## config.mk

```make
export PLATFORM = sky130hd
export DESIGN_NAME = tbd_entry
export DESIGN_NICKNAME = d
export VERILOG_FILES = /design/src/hw/rtl/tbd_pkg.sv /design/src/hw/rtl/tbd_entry.sv
export SDC_FILE = /design/constraint.sdc
export NUM_CORES = 2
export LEC_CHECK = 0
export ABC_CLOCK_PERIOD_IN_PS = 22600
export BUFFER_PORTS_ARGS = -buffer_cell sky130_fd_sc_hd__buf_2
export CAP_MARGIN = 20
export CORE_ASPECT_RATIO = 0.5
export CORE_MARGIN = 2
export CORE_UTILIZATION = 60
export DETAILED_ROUTE_END_ITERATION = 10
export GPL_TIMING_DRIVEN = 0
export PLACE_DENSITY = 0.77
export SYNTH_ARGS = -nofsm -noshare
export SYNTH_HDL_FRONTEND = slang
export SYNTH_SLANG_ARGS = --single-unit
```

## constraint.sdc

```tcl
create_clock -name clock -period 22.6 [get_ports clock]
set_input_delay 1.13 -clock clock [delete_from_list [all_inputs] [get_ports clock]]
set_output_delay 1.13 -clock clock [all_outputs]
set_load 0.1 [all_outputs]
```

## src/hw/rtl/tbd_pkg.sv

```systemverilog
package tbd_pkg;

   // CORDIC datapath: positions are scaled up to 60 bits, so 64 bits hold the growth
   localparam int VEC_W = 64;
   // angle accumulator, 2^32 per full turn
   localparam int ANG_W = 32;

   localparam logic [ANG_W-1:0] HALF_TURN = 32'h8000_0000;

   typedef struct packed {
      logic signed [VEC_W-1:0] x;
      logic signed [VEC_W-1:0] y;
      logic [ANG_W-1:0]        z;
      logic                    zero;
   } vec_type;

   // atan(2^-i) in units of 2^-32 turn, rounded
   localparam logic [ANG_W-1:0] ATAN_TAB [0:31] = '{
      32'd536870912, 32'd316933406, 32'd167458907, 32'd85004756,
      32'd42667331,  32'd21354465,  32'd10679838,  32'd5340245,
      32'd2670163,   32'd1335087,   32'd667544,    32'd333772,
      32'd166886,    32'd83443,     32'd41722,     32'd20861,
      32'd10430,     32'd5215,      32'd2608,      32'd1304,
      32'd652,       32'd326,       32'd163,       32'd81,
      32'd41,        32'd20,        32'd10,        32'd5,
      32'd3,         32'd1,         32'd1,         32'd0
   };

endpackage

```

## src/hw/rtl/tbd_entry.sv

```systemverilog
module tbd_entry
   import tbd_pkg::*;
#(
   parameter int POS_BITS   = 24,
   parameter int ANGLE_BITS = 16
) (
   input  logic                          clock,
   input  logic                          reset,
   input  logic                          en,
   input  logic                          in_valid,
   input  logic                          req_type,
   input  logic signed [POS_BITS-1:0]    robot_x,
   input  logic signed [POS_BITS-1:0]    robot_y,
   input  logic signed [ANGLE_BITS-1:0]  robot_heading,
   input  logic signed [POS_BITS-1:0]    goal_x,
   input  logic signed [POS_BITS-1:0]    goal_y,
   input  logic signed [ANGLE_BITS-1:0]  goal_heading,
   output logic                          out_valid,
   output vec_type                       out_vec,
   output logic [2*POS_BITS+1:0]         out_sum,
   output logic [ANGLE_BITS-1:0]         out_ref
);

   localparam int DIFF_W      = POS_BITS + 1;
   localparam int SUM_W       = 2 * POS_BITS + 2;
   localparam int SCALE_SHIFT = 60 - POS_BITS;

   // stage a: differences
   logic                     a_valid_ff, a_valid_in;
   logic signed [DIFF_W-1:0] dx_ff, dx_in;
   logic signed [DIFF_W-1:0] dy_ff, dy_in;
   logic [ANGLE_BITS-1:0]    a_ref_ff, a_ref_in;

   // stage b: prescale, squares
   logic                     b_valid_ff;
   vec_type                  b_vec_ff, b_vec_in;
   logic [SUM_W-1:0]         sqx_ff, sqx_in;
   logic [SUM_W-1:0]         sqy_ff, sqy_in;
   logic [ANGLE_BITS-1:0]    b_ref_ff;
   logic signed [VEC_W-1:0]  xw, yw;
   logic [DIFF_W-1:0]        ax, ay;

   // stage c: sum of squares
   logic                     c_valid_ff;
   vec_type                  c_vec_ff;
   logic [SUM_W-1:0]         c_sum_ff, c_sum_in;
   logic [ANGLE_BITS-1:0]    c_ref_ff;

   // heading mode: zero vector gives target angle 0, so ref = head - goal gives goal - head
   always_comb begin
      a_valid_in = in_valid;
      if (req_type) begin
         dx_in    = '0;
         dy_in    = '0;
         a_ref_in = robot_heading - goal_heading;
      end else begin
         dx_in    = DIFF_W'(goal_x) - DIFF_W'(robot_x);
         dy_in    = DIFF_W'(goal_y) - DIFF_W'(robot_y);
         a_ref_in = robot_heading;
      end
   end

   always_comb begin
      xw = VEC_W'(dx_ff) <<< SCALE_SHIFT;
      yw = VEC_W'(dy_ff) <<< SCALE_SHIFT;
      b_vec_in.zero = (dx_ff == '0) && (dy_ff == '0);
      if (xw[VEC_W-1]) begin
         b_vec_in.x = -xw;
         b_vec_in.y = -yw;
         b_vec_in.z = HALF_TURN;
      end else begin
         b_vec_in.x = xw;
         b_vec_in.y = yw;
         b_vec_in.z = '0;
      end
      ax = dx_ff[DIFF_W-1] ? $unsigned(-dx_ff) : $unsigned(dx_ff);
      ay = dy_ff[DIFF_W-1] ? $unsigned(-dy_ff) : $unsigned(dy_ff);
      sqx_in = SUM_W'(ax * ax);
      sqy_in = SUM_W'(ay * ay);
   end

   // cannot overflow: |dx|, |dy| stay below 2^POS_BITS
   assign c_sum_in = sqx_ff + sqy_ff;

   always_ff @(posedge clock) begin
      if (reset) begin
         a_valid_ff <= 1'b0;
         b_valid_ff <= 1'b0;
         c_valid_ff <= 1'b0;
      end else if (en) begin
         a_valid_ff <= a_valid_in;
         b_valid_ff <= a_valid_ff;
         c_valid_ff <= b_valid_ff;
      end
   end

   always_ff @(posedge clock) begin
      if (en) begin
         dx_ff    <= dx_in;
         dy_ff    <= dy_in;
         a_ref_ff <= a_ref_in;
         b_vec_ff <= b_vec_in;
         sqx_ff   <= sqx_in;
         sqy_ff   <= sqy_in;
         b_ref_ff <= a_ref_ff;
         c_vec_ff <= b_vec_ff;
         c_sum_ff <= c_sum_in;
         c_ref_ff <= b_ref_ff;
      end
   end

   assign out_valid = c_valid_ff;
   assign out_vec   = c_vec_ff;
   assign out_sum   = c_sum_ff;
   assign out_ref   = c_ref_ff;

endmodule

```

==> run summary <==
The flow ran to the end, and the final reports show no timing, DRC or antenna violations. The run gives 0 as the remaining number of nets flagged by the antenna check after routing. Across the routed clock network, the largest skew measured is 19.2 ps. Counting along the longest clock path gives a buffer depth of 3. The number of antenna violations at the first check in global routing came out at 3. The primary flip-flop cell chosen by synthesis mapping was sky130_fd_sc_hd__edfxtp_1. Timing-limited maximum frequency: 82.3 MHz.

The run gives 0.0906 mm2 as the area of the core region. The logs give 5648 for the gate count of the mapped netlist and 22970 ps for the data required time at the worst endpoint. Of the available clock period, the critical path in the final layout requires 53.7%.

After clock tree synthesis, the repair step resized 0 gates. The placed instances occupy a cell area of 0.0582 mm2. Global routing consumed, over all layers together, 33.1% of the routing resources.

The number of cells on the worst reg-to-reg path is 33. The post-synthesis sequential element count works out to 363. In this run the post-CTS setup repair buffer count came out at 0. The net count of the finished layout is 7615.

The run gives 38 as the total clock buffers created by CTS. The final-layout worst hold slack was 413 ps; the number of global-route vias before repair was 43000. The logs give 3773 for the starting DRC count in detailed routing and 40700 for the via total after detailed routing.

In this run the core area contains 78 standard-cell rows. The number of buffers added to fix hold violations after cts is 0, and the count of flip-flops with a built-in enable after synthesis is 360. Data arrives at the worst endpoint at 12510 ps. Complex-gate fraction of the synthesized area: 8.09%.

For the detailed placement HPWL, the log shows 125 mm. Total length of routed wires: 151 mm. For the final weighted congestion of routability-driven global placement, the log shows 1.02. For this run the aggregate overflow at the end of global routing stands at 0.

The total count of max-transition violations in the final report was 0. Across the run, the number of max-cap violations was 0. Most repeated library cell on the critical path: sky130_fd_sc_hd__fa_1.

Leaving out fill and tap cells, the most frequent cell in the layout is sky130_fd_sc_hd__inv_1. For this run, the register share of the synthesized area comes to 19.9%. The library cells used most frequently in the layout, excluding fill and tap cells, are 1415 x sky130_fd_sc_hd__inv_1, 942 x sky130_fd_sc_hd__fa_1, 487 x sky130_fd_sc_hd__nand2_1, 474 x sky130_fd_sc_hd__ha_1, 406 x sky130_fd_sc_hd__nor2_1. After filler insertion, the fill cell instance count of the layout stands at 7285. The total I/O pin count was 361.

Setup violations remaining at the end of the flow were counted as 0. The worst setup path is launched from a register. Cells with a size suffix above 1 make up 8.83% of the layout. After detailed routing, the number of vias per cell comes to 5.58. The clock reaches the later pin of the worst-skew pair after 600 ps.

Highest-delay cell along the critical path: sky130_fd_sc_hd__clkbuf_1. The die is 431 um wide. The post-synthesis share of cell area spent on and, or, nand and nor gates is 9.99%.

The setup path with the least slack is of type register to register. The maximum fanout along the worst path was 11; the die area was 0.0939 mm2. The xor/xnor cell area share of the yosys netlist is 4.04%, and the number of clock sinks seen by CTS is 363. The final hold violation count came out at 0.

The number of distinct library cells after synthesis is 88, and the die height is 218 um. In the final routed layout, each cell accounts on average for 20.7 um. The global-route wire length before repair was 238 mm; the headroom to the max-slew limit was 23.1%.

The clock period could shrink to 12150 ps. Entering global routing, the biggest net connects 135 pins. After routing, the total negative slack on setup checks comes to 0 ps. The run gives 0 as the total DRC errors in the routed layout.

The tools report the buffer type at the clock tree root as sky130_fd_sc_hd__clkbuf_16. TritonCTS built the clock tree. The clock-pin slew reported for the worst setup and hold paths after clock tree synthesis is 70 ps, and the mean instance size in the synthesized netlist is 9.70 um2.

The adder-cell area share of the yosys netlist works out to 45.3%. For this run, asynchronously set or reset flops after synthesis account for 0%. The total standard cell area after synthesis was 0.0548 mm2; the synthesis-to-finish area growth was 8.66%. After synthesis, the largest family of logic cells by area is adder cells. In this run the worst hold path is classified as register to register. Count of input and output buffers: 256. For the number of H-tree levels, the log shows 2.

The largest single stage delay on the critical path is 630 ps. The first detailed-routing pass ran for 7 iterations. Setup repair after global routing left no endpoint under its margin. The transition time at the pin with the least slew margin works out to 1150 ps.

The mux cell area share after synthesis is 0.441%, and the initial standard-cell utilization of the core is 60.5%. For this run, the number of Yosys warnings is 0. The worst setup path is captured at a register.

Along the worst hold path, the cell count comes to 0. The finished cells cover 0.0595 mm2.
==> Yosys cell counts (36+ instances only) <==
| master | number | area share (%) |
|---|---|---|
| sky130_fd_sc_hd__inv_1 | 1415 | 9.7 |
| sky130_fd_sc_hd__o21ai_0 | 131 | 1.2 |
| sky130_fd_sc_hd__nor3_1 | 54 | 0.49 |
| sky130_fd_sc_hd__nor2b_1 | 36 | 0.41 |
| sky130_fd_sc_hd__nand3_1 | 41 | 0.37 |
| sky130_fd_sc_hd__fa_1 | 942 | 34 |
| sky130_fd_sc_hd__ha_1 | 474 | 11 |
| sky130_fd_sc_hd__xnor2_1 | 166 | 2.7 |
| sky130_fd_sc_hd__buf_4 | 104 | 1.4 |
| sky130_fd_sc_hd__nor2_1 | 406 | 2.8 |
| sky130_fd_sc_hd__xor2_1 | 72 | 1.2 |
| sky130_fd_sc_hd__clkbuf_1 | 122 | 0.84 |
| sky130_fd_sc_hd__nand2_1 | 487 | 3.3 |
| sky130_fd_sc_hd__a21o_1 | 112 | 1.5 |
| sky130_fd_sc_hd__a21oi_1 | 195 | 1.8 |
| sky130_fd_sc_hd__edfxtp_1 | 360 | 20 |
| sky130_fd_sc_hd__and2_1 | 48 | 0.55 |
==> through the flow <==
stage	util [%]	setup slack, ps	cells
floorplan	-	13520	5753
global placement	64.0	10260	7209
detailed placement	64.2	10760	7224
CTS	65.7	10680	7293
global route	65.7	9990	7296
finish	65.7	10450	7297
==> worst max-delay path, delay by kind of cell (launching register included) <==
| family | cells | cell delay (ps) |
|---|---|---|
| buffers and inverters | 8 | 2280 |
| flip-flops | 1 | 450 |
| AO/OA/AOI/OAI | 5 | 1700 |
| adder cells (fa/ha/maj) | 10 | 4980 |
| XOR/XNOR | 1 | 400 |
| AND/OR/NAND/NOR | 9 | 2050 |
==> sequential cells by signal (all words and copies together) (netlist names) <==
name and cells:
out_sum 50, out_valid 1, a_valid_ff 1, b_valid_ff 1, dy_ff 25, dx_ff 25, a_ref_ff 16, b_ref_ff 16
sqy_ff 48, out_ref 16, sqx_ff 48, out_vec 58, b_vec_ff 58
==> final timing paths <==
kind                          startpoint                    end  slack (ps)
hold / removal    b_vec_ff[85]$_DFFE_PP_  out_vec[85]$_DFFE_PP_         410
setup reg to reg  dx_ff[0]$_SDFFCE_PP0P_   sqx_ff[49]$_DFFE_PP_       10450
setup / recovery  dx_ff[0]$_SDFFCE_PP0P_   sqx_ff[49]$_DFFE_PP_       10450
hold reg to reg   b_vec_ff[85]$_DFFE_PP_  out_vec[85]$_DFFE_PP_         410
==> kinds of logic after synthesis <==
family | Yosys count
adders and majority gates | 1416
DFF | 363
buffers and inverters | 1687
and+or+nand+nor | 1231
xor gates and xnor gates | 246
other | 1
muxes | 22
AOI/OAI and AO/OA | 682
==> metal layers <==
metal / wire length, um / global-route usage (%)
met1: 61400 / 44.9
met2: 68200 / 52.8
met3: 14200 / 6.77
met4: 6920 / 13.0
met5: 13 / 0
==> cell type report <==
cell class              count  area [um2]  area share [%]
multi-input cells        3703       37600            63.2
flip-flops and latches    363       10900            18.3
inverters                1439        5400            9.08
well taps                1200        1500            2.52
repair buffers            273        1480            2.49
plain buffers             248        1340            2.26
clock buffers              41         962            1.62
clock inverters            28         360           0.606
diodes                      2        5.00         0.00841
Power is not shown: default switching activity piles up to over one toggle a cycle in this logic, so the estimate is an artifact.
