`config.mk`:
```
export PLATFORM = sky130hd
export DESIGN_NAME = tbd_finish
export DESIGN_NICKNAME = d
export VERILOG_FILES = /design/src/hw/rtl/tbd_pkg.sv /design/src/hw/rtl/tbd_finish.sv
export SDC_FILE = /design/constraint.sdc
export NUM_CORES = 1
export LEC_CHECK = 0
export ABC_AREA = 1
export BUFFER_PORTS_ARGS = -buffer_cell sky130_fd_sc_hd__buf_2
export CORE_AREA = 4 4 104 106
export DETAILED_ROUTE_END_ITERATION = 8
export DIE_AREA = 0 0 108 110
export PLACE_DENSITY = 0.78
export SYNTH_ARGS = -nofsm -noshare
export SYNTH_HDL_FRONTEND = slang
export SYNTH_SLANG_ARGS = --single-unit
export TNS_END_PERCENT = 1
```
`constraint.sdc`:
```
create_clock -name clock -period 6.9 [get_ports clock]
set_clock_uncertainty 0.2 [all_clocks]
set_input_delay 0 -clock clock [delete_from_list [all_inputs] [get_ports clock]]
set_output_delay 0 -clock clock [all_outputs]
set_load 0.005 [all_outputs]
```
`src/hw/rtl/tbd_pkg.sv`:
```
package tbd_pkg;

   // CORDIC datapath: positions are scaled up to 60 bits, so 64 bits hold the growth
   localparam int VEC_W = 64;
   // angle accumulator, 2^32 per full turn
   localparam int ANG_W = 32;

   localparam logic [ANG_W-1:0] HALF_TURN = 32'h8000_0000;

   typedef struct packed {
      logic signed [VEC_W-1:0] x;
      logic signed [VEC_W-1:0] y;
      logic [ANG_W-1:0]        z;
      logic                    zero;
   } vec_type;

   // atan(2^-i) in units of 2^-32 turn, rounded
   localparam logic [ANG_W-1:0] ATAN_TAB [0:31] = '{
      32'd536870912, 32'd316933406, 32'd167458907, 32'd85004756,
      32'd42667331,  32'd21354465,  32'd10679838,  32'd5340245,
      32'd2670163,   32'd1335087,   32'd667544,    32'd333772,
      32'd166886,    32'd83443,     32'd41722,     32'd20861,
      32'd10430,     32'd5215,      32'd2608,      32'd1304,
      32'd652,       32'd326,       32'd163,       32'd81,
      32'd41,        32'd20,        32'd10,        32'd5,
      32'd3,         32'd1,         32'd1,         32'd0
   };

endpackage

```
`src/hw/rtl/tbd_finish.sv`:
```
module tbd_finish
   import tbd_pkg::*;
#(
   parameter int POS_BITS   = 24,
   parameter int ANGLE_BITS = 16
) (
   input  logic                   clock,
   input  logic                   reset,
   input  logic                   en,
   input  logic                   in_valid,
   input  vec_type                in_vec,
   input  logic [POS_BITS:0]      in_root,
   input  logic [POS_BITS+1:0]    in_rem,
   input  logic [ANGLE_BITS-1:0]  in_ref,
   output logic                   out_valid,
   output logic [POS_BITS:0]      distance,
   output logic [ANGLE_BITS:0]    bearing_error,
   output logic                   turn_clockwise
);

   localparam int ROOT_BITS = POS_BITS + 1;
   localparam logic [ANG_W-1:0] ROUND_BIT = ANG_W'(1) << (ANG_W - 1 - ANGLE_BITS);
   localparam logic [ANGLE_BITS-1:0] HALF = {1'b1, {(ANGLE_BITS-1){1'b0}}};

   logic                  valid_ff;
   logic [ROOT_BITS-1:0]  dist_ff, dist_in;
   logic [ANGLE_BITS:0]   err_ff, err_in;
   logic [ANG_W-1:0]      z_rnd;
   logic [ANGLE_BITS-1:0] target;
   logic [ANGLE_BITS-1:0] diff;

   always_comb begin
      z_rnd  = in_vec.z + ROUND_BIT;
      target = in_vec.zero ? '0 : z_rnd[ANG_W-1 -: ANGLE_BITS];
      diff   = target - in_ref;
      // above half a turn wraps negative; exactly half stays positive
      err_in = {diff > HALF, diff};
      // remainder beyond the floor root means the exact root lies past the midpoint
      dist_in = in_root + ROOT_BITS'(in_rem > {1'b0, in_root});
   end

   always_ff @(posedge clock) begin
      if (reset) begin
         valid_ff <= 1'b0;
      end else if (en) begin
         valid_ff <= in_valid;
      end
   end

   always_ff @(posedge clock) begin
      if (en) begin
         dist_ff <= dist_in;
         err_ff  <= err_in;
      end
   end

   assign out_valid      = valid_ff;
   assign distance       = dist_ff;
   assign bearing_error  = err_ff;
   assign turn_clockwise = err_ff[ANGLE_BITS];

endmodule

```
==> flow_metrics.env, run 1 <==
export IMPL_status="finished clean"
export IMPL_hold_end="distance[21]"
export IMPL_timing_rr_end="out_valid"
export IMPL_die_y_um=110
export IMPL_viasPerCell=4.67
export IMPL_cts_root_buf="clkbuf_8"
export IMPL_wl_um=10100
export IMPL_tritoncts="yes"
export IMPL_hold_path_class="input port to register"
export IMPL_layout_drive_gt1_share_pct=22.9
export IMPL_portBuffers=132
export IMPL_start_util_pct=40.5
export IMPL_hold_viol_final=0
export IMPL_path_class="input port to register"
export IMPL_vias=3864
export IMPL_synth_seq_area_share_pct=32.3
export IMPL_path_max_fanout=4
export IMPL_synth_area_leaders="edfxtp_1, ha_1, nand2_1, inv_1, xor2_1"
export IMPL_synth_top_area_share_pct=31.8
export IMPL_relSlewSlack_pct=36.7
export IMPL_drc=0
export IMPL_insertedDiodeCount=0
export IMPL_ys_flop_type="edfxtp_1"
export IMPL_worstHoldStart="in_root[21]"
export IMPL_ios=276
export IMPL_r2r_slack_ns=5.56
export IMPL_setup_tns_ns=0
export IMPL_rsz0062_at_grt="no"
export IMPL_cts_resized=0
export IMPL_design_area_um2=5160
export IMPL_grt_max_degree=44
export IMPL_avgSynthCellArea_um2=7.53
export IMPL_final_period_utilization_pct=60.8
export IMPL_place_congestion=0.895
export IMPL_syn_nets=803
export IMPL_grt_pass1_wl_um=16000
export IMPL_hold_depth=3
export IMPL_crit_path_end_kind="register"
export IMPL_antenna_found_initial=0
export IMPL_setup_viol=0
export IMPL_final_antenna_net_count=0
export IMPL_yosysWarningCount=0
export IMPL_cp_cell_sequence="dlygate4sd3_1, buf_2, inv_1, ha_1, nand2_1, or3_1, o211ai_1, nand2_1, inv_1, nor2_1, nor2_1, ha_1, ha_1, nand2_1, nor3_4, nand2_2, nor2_4, nand2_4, nor2_4, nand4_2, xor2_1, dlygate4sd3_1"
export IMPL_dr_first_iter_drc_count=203
export IMPL_seq_area_um2=1280
export IMPL_area_delta_synth_final_pct=30.3
export IMPL_crit_required_ns=6.74
export IMPL_tightest_slew_ns=0.950
export IMPL_worst_setup_path_start_kind="input port"
export IMPL_rr_worst_depth=3
export IMPL_grt_ovfl_total=0
export IMPL_htreeDepth=2
export IMPL_syn_inst=526
export IMPL_p_leak_uw=0.00276
export IMPL_n_fill_cell=923
export IMPL_critPathSlowestCell="dlygate4sd3_1"
export IMPL_post_dp_hpwl_um=8340
export IMPL_detail_route_first_pass_iterations=4
export IMPL_postCtsSetupBuffers=0
export IMPL_async_flop_share_pct=0
export IMPL_multi_input_area_um2=2270
export IMPL_die_area_um2=11900
export IMPL_ys_ff_latch=43
export IMPL_grt_pass1_vias=3687
export IMPL_clk_pin_slew_ns=0.08
export IMPL_r2r_start="out_valid"
export IMPL_yosys_area_top_type="edfxtp_1"
export IMPL_wl_per_cell_um=12.2
export IMPL_synth_cell_types=42
export IMPL_dp_cells=788
export IMPL_fin_crit_ns=4.20
export IMPL_synth_edf_count=42
export IMPL_cts_hold_buf=31
export IMPL_clock_sinks=43
export IMPL_dpl_cell_area_um2=4770
export IMPL_cts_inserted_buffers=5
export IMPL_core_area_um2=9770
export IMPL_rows=36
export IMPL_die_x_um=108
export IMPL_max_freq_mhz=238
export IMPL_grtUsageTotal_pct=16.5
export IMPL_insertion_delay_ns=0.28
export IMPL_ir_drop_mv=0.0740
export IMPL_drv_cap=0
export IMPL_drv_slew=0
export IMPL_worstPathArrival_ns=4.04
export IMPL_power_density_nw_per_um2=138
export IMPL_nets=970
export IMPL_cts_path_max_buffers=2
export IMPL_critPathMaxStageDelay_ns=0.55
export IMPL_finalNonFillerCells=827
export IMPL_synth_area_um2=3960
[final cells by class]
cell class / count / share of cell area [%]
multi-input combinational: 374 / 43.9
clock inverter: 2 / 0.145
sequential: 43 / 24.8
inverter: 106 / 7.71
timing repair buffer: 163 / 18.8
tap: 133 / 3.22
clock buffer: 6 / 1.41
[registers in the layout (all words and copies together), names as in the netlist]
name	count
distance	25
bearing_error	17
out_valid	1
[layer usage]
layer | part of all wire, % | track usage (%) | vias to the layer above
li1 | - | - | 2040
met1 | 41 | 20.6 | 1711
met4 | 2.0 | 4.24 | 0
met3 | 4.8 | 2.45 | 20
met2 | 52 | 29.8 | 93
met5 | 0 | 0 | -
[per-stage QoR]
stage / hold WS [ns] / setup slack (ns) / total power, uW / util (%)
finish: 0.00630 / 2.70 / 711 / 52.8
global route: 0.0217 / 2.46 / 768 / 52.8
CTS: 0.00718 / 2.75 / 719 / 52.8
global placement: -0.0417 / 3.60 / 550 / 48.8
detailed placement: -0.0334 / 3.50 / 556 / 48.8
floorplan: -0.128 / 4.00 / 461 / -
[cells by family (layout without fill, tap and decap cells)]
kind of cell	count (synthesis)	after routing	share of synthesized area (%)
multiplexers	1	1	0.253
AO/OA/AOI/OAI	44	44	6.25
XOR/XNOR	27	27	5.97
AND/OR/NAND/NOR	257	257	30.3
adder cells (fa/ha/maj)	45	45	14.4
flip-flops	43	43	32.3
buffers and inverters	109	277	10.5
[cell usage in the layout, fill, tap and decap left out, types with 2 or more instances in the layout]
cell	netlist	routed
nand4_1	12	12
nor4_1	3	3
nand2_2	2	2
nand3_4	2	2
a31oi_1	3	3
clkbuf_8	0	5
o21bai_1	2	2
nand2_1	133	133
dlygate4sd3_1	0	31
nand3_1	28	28
ha_1	44	44
inv_2	5	5
clkinv_1	0	2
o211ai_1	2	2
o21ai_0	8	8
edfxtp_1	42	42
nor2_2	2	2
inv_1	101	101
nand3b_1	2	2
nor2_1	48	48
o21ai_1	2	2
a21oi_1	22	22
a21o_1	3	3
nor2_4	5	5
buf_2	1	132
xor2_1	26	26
nor3_1	10	10
[cells in the mapped netlist (2+ instances only)]
library cell and n:
a31oi_1 3, nand3_4 2, nand3_1 28, nand2_2 2
a21o_1 3, nand4_1 12, nor2_1 48, o211ai_1 2
inv_2 5, nor2_4 5, nand2_1 133, nand3b_1 2
inv_1 101, o21ai_0 8, ha_1 44, nor2_2 2
xor2_1 26, nor4_1 3, edfxtp_1 42, o21ai_1 2
nor3_1 10, o21bai_1 2, a21oi_1 22
[power breakdown]
group | internal [uW] | switching, uW | leakage (uW) | total, uW
clock network | 69.0 | 76.3 | 0.0000403 | 145
registers | 321 | 7.20 | 0.000419 | 328
logic | 103 | 134 | 0.00230 | 237
total | 493 | 218 | 0.00276 | 711
[how the worst max path moves through the flow]
stage / from / to / slack [ns] / depth (start not counted)
after floorplan: in_root[7] / distance[24] / 4.00 / 19
after global placement: in_root[21] / distance[18] / 3.60 / 22
after detailed placement: in_root[21] / distance[18] / 3.50 / 22
after CTS: in_root[6] / distance[24] / 2.75 / 22
after global routing: in_root[17] / distance[24] / 2.46 / 23
final: in_root[6] / distance[24] / 2.70 / 22
[critical path: cells and delay by family]
| family | cells | cell delay [ns] |
|---|---|---|
| AOI/OAI and AO/OA | 1 | 0.20 |
| adders and majority gates | 3 | 0.68 |
| xor gates and xnor gates | 1 | 0.16 |
| buffers and inverters | 5 | 1.39 |
| and+or+nand+nor | 12 | 1.60 |
No activity file was read; power rests on OpenSTA's default activity.
==> run 2: changes to the inputs <==
CORE_AREA = 4 4 106 108   (was 4 4 104 106)
DIE_AREA = 0 0 110 112   (was 0 0 108 110)
PLACE_DENSITY = 0.76   (was 0.78)
clock period = 4 ns   (was 6.9 ns; I/O delays follow)
==> run 2 against run 1 <==
  * Setup slack worse by 2.5 ns
  * Critical path type unchanged
  * Register-to-register slack worse by 2.9 ns
  * Global-route usage up 0.40 points
  * First-iteration DRC count down 14%
  * Non-clock buffer count up 6
  * Critical endpoint is now distance[19]
  * Wire length up 1.4%
  * Via count up 0.80%
  * Total power up 86%
==> flow_metrics.env, run 2 (same netlist as run 1, synthesis figures left out) <==
export IMPL_status="finished clean"
export IMPL_nets=976
export IMPL_fin_crit_ns=3.84
export IMPL_grt_max_degree=44
export IMPL_worstHoldStart="in_root[21]"
export IMPL_layout_setup_ws_ns=0.163
export IMPL_p_leak_uw=0.00281
export IMPL_power_density_nw_per_um2=250
export IMPL_hold_viol_final=0
export IMPL_tightest_slew_ns=1.00
export IMPL_relSlewSlack_pct=33.1
export IMPL_drv_cap=0
export IMPL_ios=276
export IMPL_insertion_delay_ns=0.28
export IMPL_r2r_start="out_valid"
export IMPL_multi_input_area_um2=2290
export IMPL_grt_ovfl_total=0
export IMPL_setup_tns_ns=0
export IMPL_cts_path_max_buffers=2
export IMPL_start_util_pct=38.7
export IMPL_cts_inserted_buffers=5
export IMPL_antenna_found_initial=0
export IMPL_worst_setup_path_start_kind="input port"
export IMPL_grtUsageTotal_pct=16.9
export IMPL_core_area_um2=10200
export IMPL_path_class="input port to register"
export IMPL_timing_rr_end="out_valid"
export IMPL_crit_required_ns=3.86
export IMPL_hold_depth=3
export IMPL_vias=3895
export IMPL_worstPathArrival_ns=3.70
export IMPL_power_total_uw=1320
export IMPL_place_congestion=0.874
export IMPL_insertedDiodeCount=0
export IMPL_die_y_um=112
export IMPL_rr_worst_depth=3
export IMPL_die_x_um=110
export IMPL_layout_common_cells="nand2_1, buf_2, inv_1"
export IMPL_wl_um=10200
export IMPL_hold_path_class="input port to register"
export IMPL_max_freq_mhz=261
export IMPL_area_delta_synth_final_pct=33.6
export IMPL_tritoncts="yes"
export IMPL_rows=37
export IMPL_hold_slack_ns=0.00573
export IMPL_portBuffers=132
export IMPL_final_antenna_net_count=0
export IMPL_drc=0
export IMPL_cts_root_buf="clkbuf_8"
export IMPL_largest_register_ffs=25
export IMPL_clk_pin_slew_ns=0.10
export IMPL_final_period_utilization_pct=95.9
export IMPL_crit_path_end_kind="register"
export IMPL_post_place_ws_ns=0.587
export IMPL_post_dp_hpwl_um=8040
export IMPL_drv_slew=0
export IMPL_clock_sinks=43
export IMPL_grt_pass1_vias=3806
export IMPL_r2r_slack_ns=2.66
export IMPL_hold_end="distance[21]"
export IMPL_layout_drive_gt1_share_pct=24.4
export IMPL_path_max_fanout=3
export IMPL_final_common_cell="nand2_1"
export IMPL_rsz0062_at_grt="no"
export IMPL_htreeDepth=2
export IMPL_dr_first_iter_drc_count=175
export IMPL_ir_drop_mv=0.129
export IMPL_n_fill_cell=1019
export IMPL_setup_viol=0
export IMPL_detail_route_first_pass_iterations=4
export IMPL_wl_per_cell_um=12.2
export IMPL_grt_pass1_wl_um=16900
export IMPL_die_area_um2=12300
export IMPL_viasPerCell=4.66
export IMPL_seq_area_um2=1280
[run 2: changes by cell type in the layout (fill, tap and decap cells not counted), moves of 2 or more]
cell           previous run  this run
nor2_1                   48        46
dlygate4sd3_1            31        33
buf_2                   132       128
clkinv_1                  2         0
buf_4                     0         7
[run 2: worst max-delay path: stages]
cell and delay [ns]:
dlygate4sd3_1 0.55, buf_2 0.12, inv_1 0.07, ha_1 0.32, nand2_2 0.07, or3_1 0.36, o211ai_1 0.18, nand2_1 0.07
inv_1 0.05, nor2_1 0.03, nor2_1 0.10, ha_2 0.23, nand3_4 0.09, nor2_4 0.14, nand3_4 0.09, nor2_4 0.16
nand3_4 0.10, nor2_4 0.15, nand4_1 0.12, xor2_1 0.15, dlygate4sd3_1 0.55
[run 2: through the flow]
| step | utilization [%] | instance area [um2] | cells |
|---|---|---|---|
| 6_report | 51.7 | 5290 | 836 |
| 5_1_grt | 51.7 | 5290 | 836 |
| 4_1_cts | 51.0 | 5220 | 832 |
| 3_5_place_dp | 46.7 | 4780 | 791 |
| 3_3_place_gp | 46.7 | 4780 | 791 |
| 2_1_floorplan | - | 3960 | 526 |
[run 2: worst max-delay path by stage]
stage                     slack (ns)           end   startpoint
after detailed placement        0.59  distance[18]  in_root[21]
after floorplan                 1.10  distance[24]   in_root[7]
final                           0.16  distance[19]   in_root[7]
after global routing           0.002  distance[19]   in_root[7]
after CTS                        0.1  distance[19]   in_root[6]
after global placement          0.65  distance[18]  in_root[21]
[run 2: power by group]
group	internal (uW)	switching (uW)	leakage, uW
clock	186	155	0.0000581
combinational	182	234	0.00233
sequential	553	12.9	0.000419
total	922	402	0.00281
[run 2: metal layers]
layer  vias up  wire (um)  GRT usage [%]
li1       2058          -              -
met4         0        153           4.16
met5         -          0              0
met2        89       5080           29.7
met1      1736       4510           21.6
met3        12        443           2.03
[run 2: what timing repair did]
item	CTS	global route
hold buffers	33	0
setup buffers	0	4
resized for setup	0	12
setup endpoints to repair	0	2
hold endpoints to repair	27	0
[run 2: area by class of cell]
class / instances / area share [%]
Multi-Input combinational cell: 374 / 43.4
Inverter: 106 / 7.52
Sequential cell: 43 / 24.2
Clock buffer: 5 / 1.30
Timing Repair Buffer: 169 / 19.6
Tap cell: 136 / 3.22
Clock inverter: 3 / 0.828
==> run 3: changes to the inputs <==
ABC_AREA = default   (was 1)
CORE_AREA = 4 4 105 107   (was 4 4 106 108)
DIE_AREA = 0 0 109 111   (was 0 0 110 112)
PLACE_DENSITY = 0.72   (was 0.76)
==> run 3 against run 2 <==
  * Core utilization down 3.9 points
  * Die area down 1.8%
  * Total power fell by 5.5%
  * Cell area down 8.4%
  * Via count shrank 18%
  * Fmax increased by 3.8%
  * Critical path depth is 4 lower
  * Synthesized cell count down 30%
  * Clock power decreased by 17%
  * Flip-flop and latch count is the same
  * Sequential power is 0.7% higher
  * Sequential share of layout area is 2.2 points higher
  * Highest routed layer unchanged
==> flow_metrics.env, run 3 <==
export IMPL_die_y_um=111
export IMPL_layout_drive_gt1_share_pct=28.3
export IMPL_insertedDiodeCount=0
export IMPL_setup_viol=0
export IMPL_ys_flop_type="edfxtp_1"
export IMPL_ir_drop_mv=0.124
export IMPL_p_leak_uw=0.00224
export IMPL_place_congestion=0.809
export IMPL_async_flop_share_pct=0
export IMPL_rows=37
export IMPL_core_area_um2=10100
export IMPL_cts_path_max_buffers=2
export IMPL_insertion_delay_ns=0.30
export IMPL_yosys_area_top_type="edfxtp_1"
export IMPL_power_density_nw_per_um2=258
export IMPL_layout_common_cells="buf_2, inv_1, ha_1, edfxtp_1, dlygate4sd3_1"
export IMPL_rr_worst_depth=3
export IMPL_area_delta_synth_final_pct=37.9
export IMPL_cts_inserted_buffers=5
export IMPL_post_route_util_pct=47.8
export IMPL_tightest_slew_ns=0.974
export IMPL_die_x_um=109
export IMPL_ys_ff_latch=43
export IMPL_synth_most_common_cell="ha_1"
export IMPL_largest_register_ffs=25
export IMPL_final_common_cell="buf_2"
export IMPL_final_period_utilization_pct=92.4
export IMPL_setup_tns_ns=0
export IMPL_worst_setup_path_start_kind="input port"
export IMPL_portBuffers=132
export IMPL_final_antenna_net_count=0
export IMPL_max_freq_mhz=270
export IMPL_vias=3182
export IMPL_antenna_found_initial=0
export IMPL_htreeDepth=2
export IMPL_crit_required_ns=3.85
export IMPL_synth_commonest_cells="ha_1, edfxtp_1, inv_1, xnor2_1, nor2_1"
export IMPL_synth_edf_count=42
export IMPL_drv_slew=0
export IMPL_grt_ovfl_total=0
export IMPL_worstPathArrival_ns=3.55
export IMPL_synth_seq_area_share_pct=36.5
export IMPL_crit_path_end_kind="register"
export IMPL_tritoncts="yes"
export IMPL_dr_first_iter_drc_count=103
export IMPL_clk_pin_slew_ns=0.08
export IMPL_cts_root_buf="clkbuf_8"
export IMPL_fin_crit_ns=3.70
export IMPL_viasPerCell=4.68
export IMPL_ios=276
export IMPL_synth_area_um2=3510
export IMPL_path_max_fanout=5
export IMPL_syn_nets=644
export IMPL_hold_end="bearing_error[1]"
export IMPL_clock_sinks=43
export IMPL_wl_per_cell_um=13.1
export IMPL_grtUsageTotal_pct=14.1
export IMPL_r2r_start="out_valid"
export IMPL_grt_max_degree=44
export IMPL_synth_area_leaders="edfxtp_1, ha_1, xnor2_1, inv_1, xor2_1"
export IMPL_grt_pass1_wl_um=13900
export IMPL_r2r_slack_ns=2.64
export IMPL_n_fill_cell=927
export IMPL_nets=820
export IMPL_detail_route_first_pass_iterations=5
export IMPL_wl_um=8880
export IMPL_hold_depth=3
export IMPL_post_dp_hpwl_um=7320
export IMPL_hold_viol_final=0
export IMPL_syn_inst=367
export IMPL_hold_path_class="input port to register"
export IMPL_timing_rr_end="out_valid"
export IMPL_avgSynthCellArea_um2=9.57
export IMPL_yosysWarningCount=0
export IMPL_path_class="input port to register"
export IMPL_synth_cell_types=48
export IMPL_die_area_um2=12100
export IMPL_drc=0
export IMPL_synth_top_area_share_pct=35.9
export IMPL_postCtsSetupBuffers=0
export IMPL_relSlewSlack_pct=35.1
export IMPL_start_util_pct=34.7
export IMPL_worstHoldStart="in_ref[1]"
export IMPL_drv_cap=0
export IMPL_rsz0062_at_grt="no"
export IMPL_status="finished clean"
export IMPL_grt_pass1_vias=3149
## run 3: changes by cell type after synthesis, sizes merged, moves of 11 or more
cell / delta
nand3: -11
xor2: -12
inv: -62
nand2: -117
nor2: -25
xnor2: +33
## run 3: stage by stage
stage | setup WS (ns) | cells | cell area [um2] | total power, uW | hold WS, ns
floorplan | 0.965 | 367 | 3510 | 784 | -0.128
global placement | 0.466 | 633 | 4340 | 938 | -0.0237
detailed placement | 0.397 | 633 | 4340 | 949 | -0.0264
CTS | 0.0148 | 680 | 4820 | 1260 | 0.00991
global route | 0.00303 | 680 | 4850 | 1330 | 0.0363
finish | 0.303 | 680 | 4850 | 1250 | 0.0126
## run 3: layout make-up
type | instances | area [um2] | share of cell area (%)
inverters | 44 | 165 | 3.41
clock buffers | 7 | 86.3 | 1.78
multi-input cells | 277 | 2080 | 42.9
flip-flops and latches | 43 | 1280 | 26.4
well taps | 136 | 170 | 3.51
clock inverters | 1 | 5.00 | 0.103
repair buffers | 172 | 1060 | 21.8
## run 3: how the worst max path moves through the flow
stage | start | to | slack (ns) | depth (start not counted)
2_1_floorplan | in_vec[16] | bearing_error[16] | 0.97 | 14
3_3_place_gp | in_root[1] | distance[20] | 0.47 | 18
3_5_place_dp | in_root[5] | distance[20] | 0.40 | 18
4_1_cts | in_root[4] | distance[16] | 0.01 | 19
5_1_grt | in_root[4] | distance[21] | 0.003 | 20
6_report | in_root[16] | distance[21] | 0.30 | 17
## run 3: power by group
| group | internal (uW) | switching (uW) | leakage, uW |
|---|---|---|---|
| combinational | 198 | 201 | 0.00177 |
| clock | 139 | 143 | 0.0000482 |
| sequential | 557 | 12.5 | 0.000420 |
## run 3: layer usage
metal  vias up  GRT usage [%]  wire length [um]
met3         7           2.56               592
met4         0           3.54                93
met2        97           26.5              4440
met5         -              0                 0
met1      1423           16.0              3750
li1       1655              -                 -
## run 3: cell families (layout without fill, tap and decap cells)
kind of cell / after synthesis / count (layout) / share of synthesized area (%)
compound gates: 58 / 58 / 11.2
buf+inv: 47 / 224 / 5.13
mux: 2 / 2 / 0.570
flops: 43 / 43 / 36.5
fa+ha+maj: 45 / 45 / 16.2
xor+xnor: 48 / 48 / 12.0
simple gates: 124 / 124 / 18.4
## run 3: critical path, cell delays in order
cell and delay (ns):
dlygate4sd3_1 0.53, buf_2 0.13, inv_1 0.08, ha_1 0.30, nand4_1 0.12, nor2_1 0.16, a21boi_0 0.19, o21ai_0 0.11
a31oi_1 0.19, ha_2 0.26, nand2_1 0.13, nor4_2 0.15, buf_4 0.17, and3_1 0.21, nand3_1 0.10, xnor2_1 0.14
dlygate4sd3_1 0.55
## run 3: timing repair
item / in CTS / in global routing
resized for setup: 0 / 6
hold endpoints to repair: 28 / 0
hold buffers: 39 / 0
setup endpoints to repair: 0 / 6
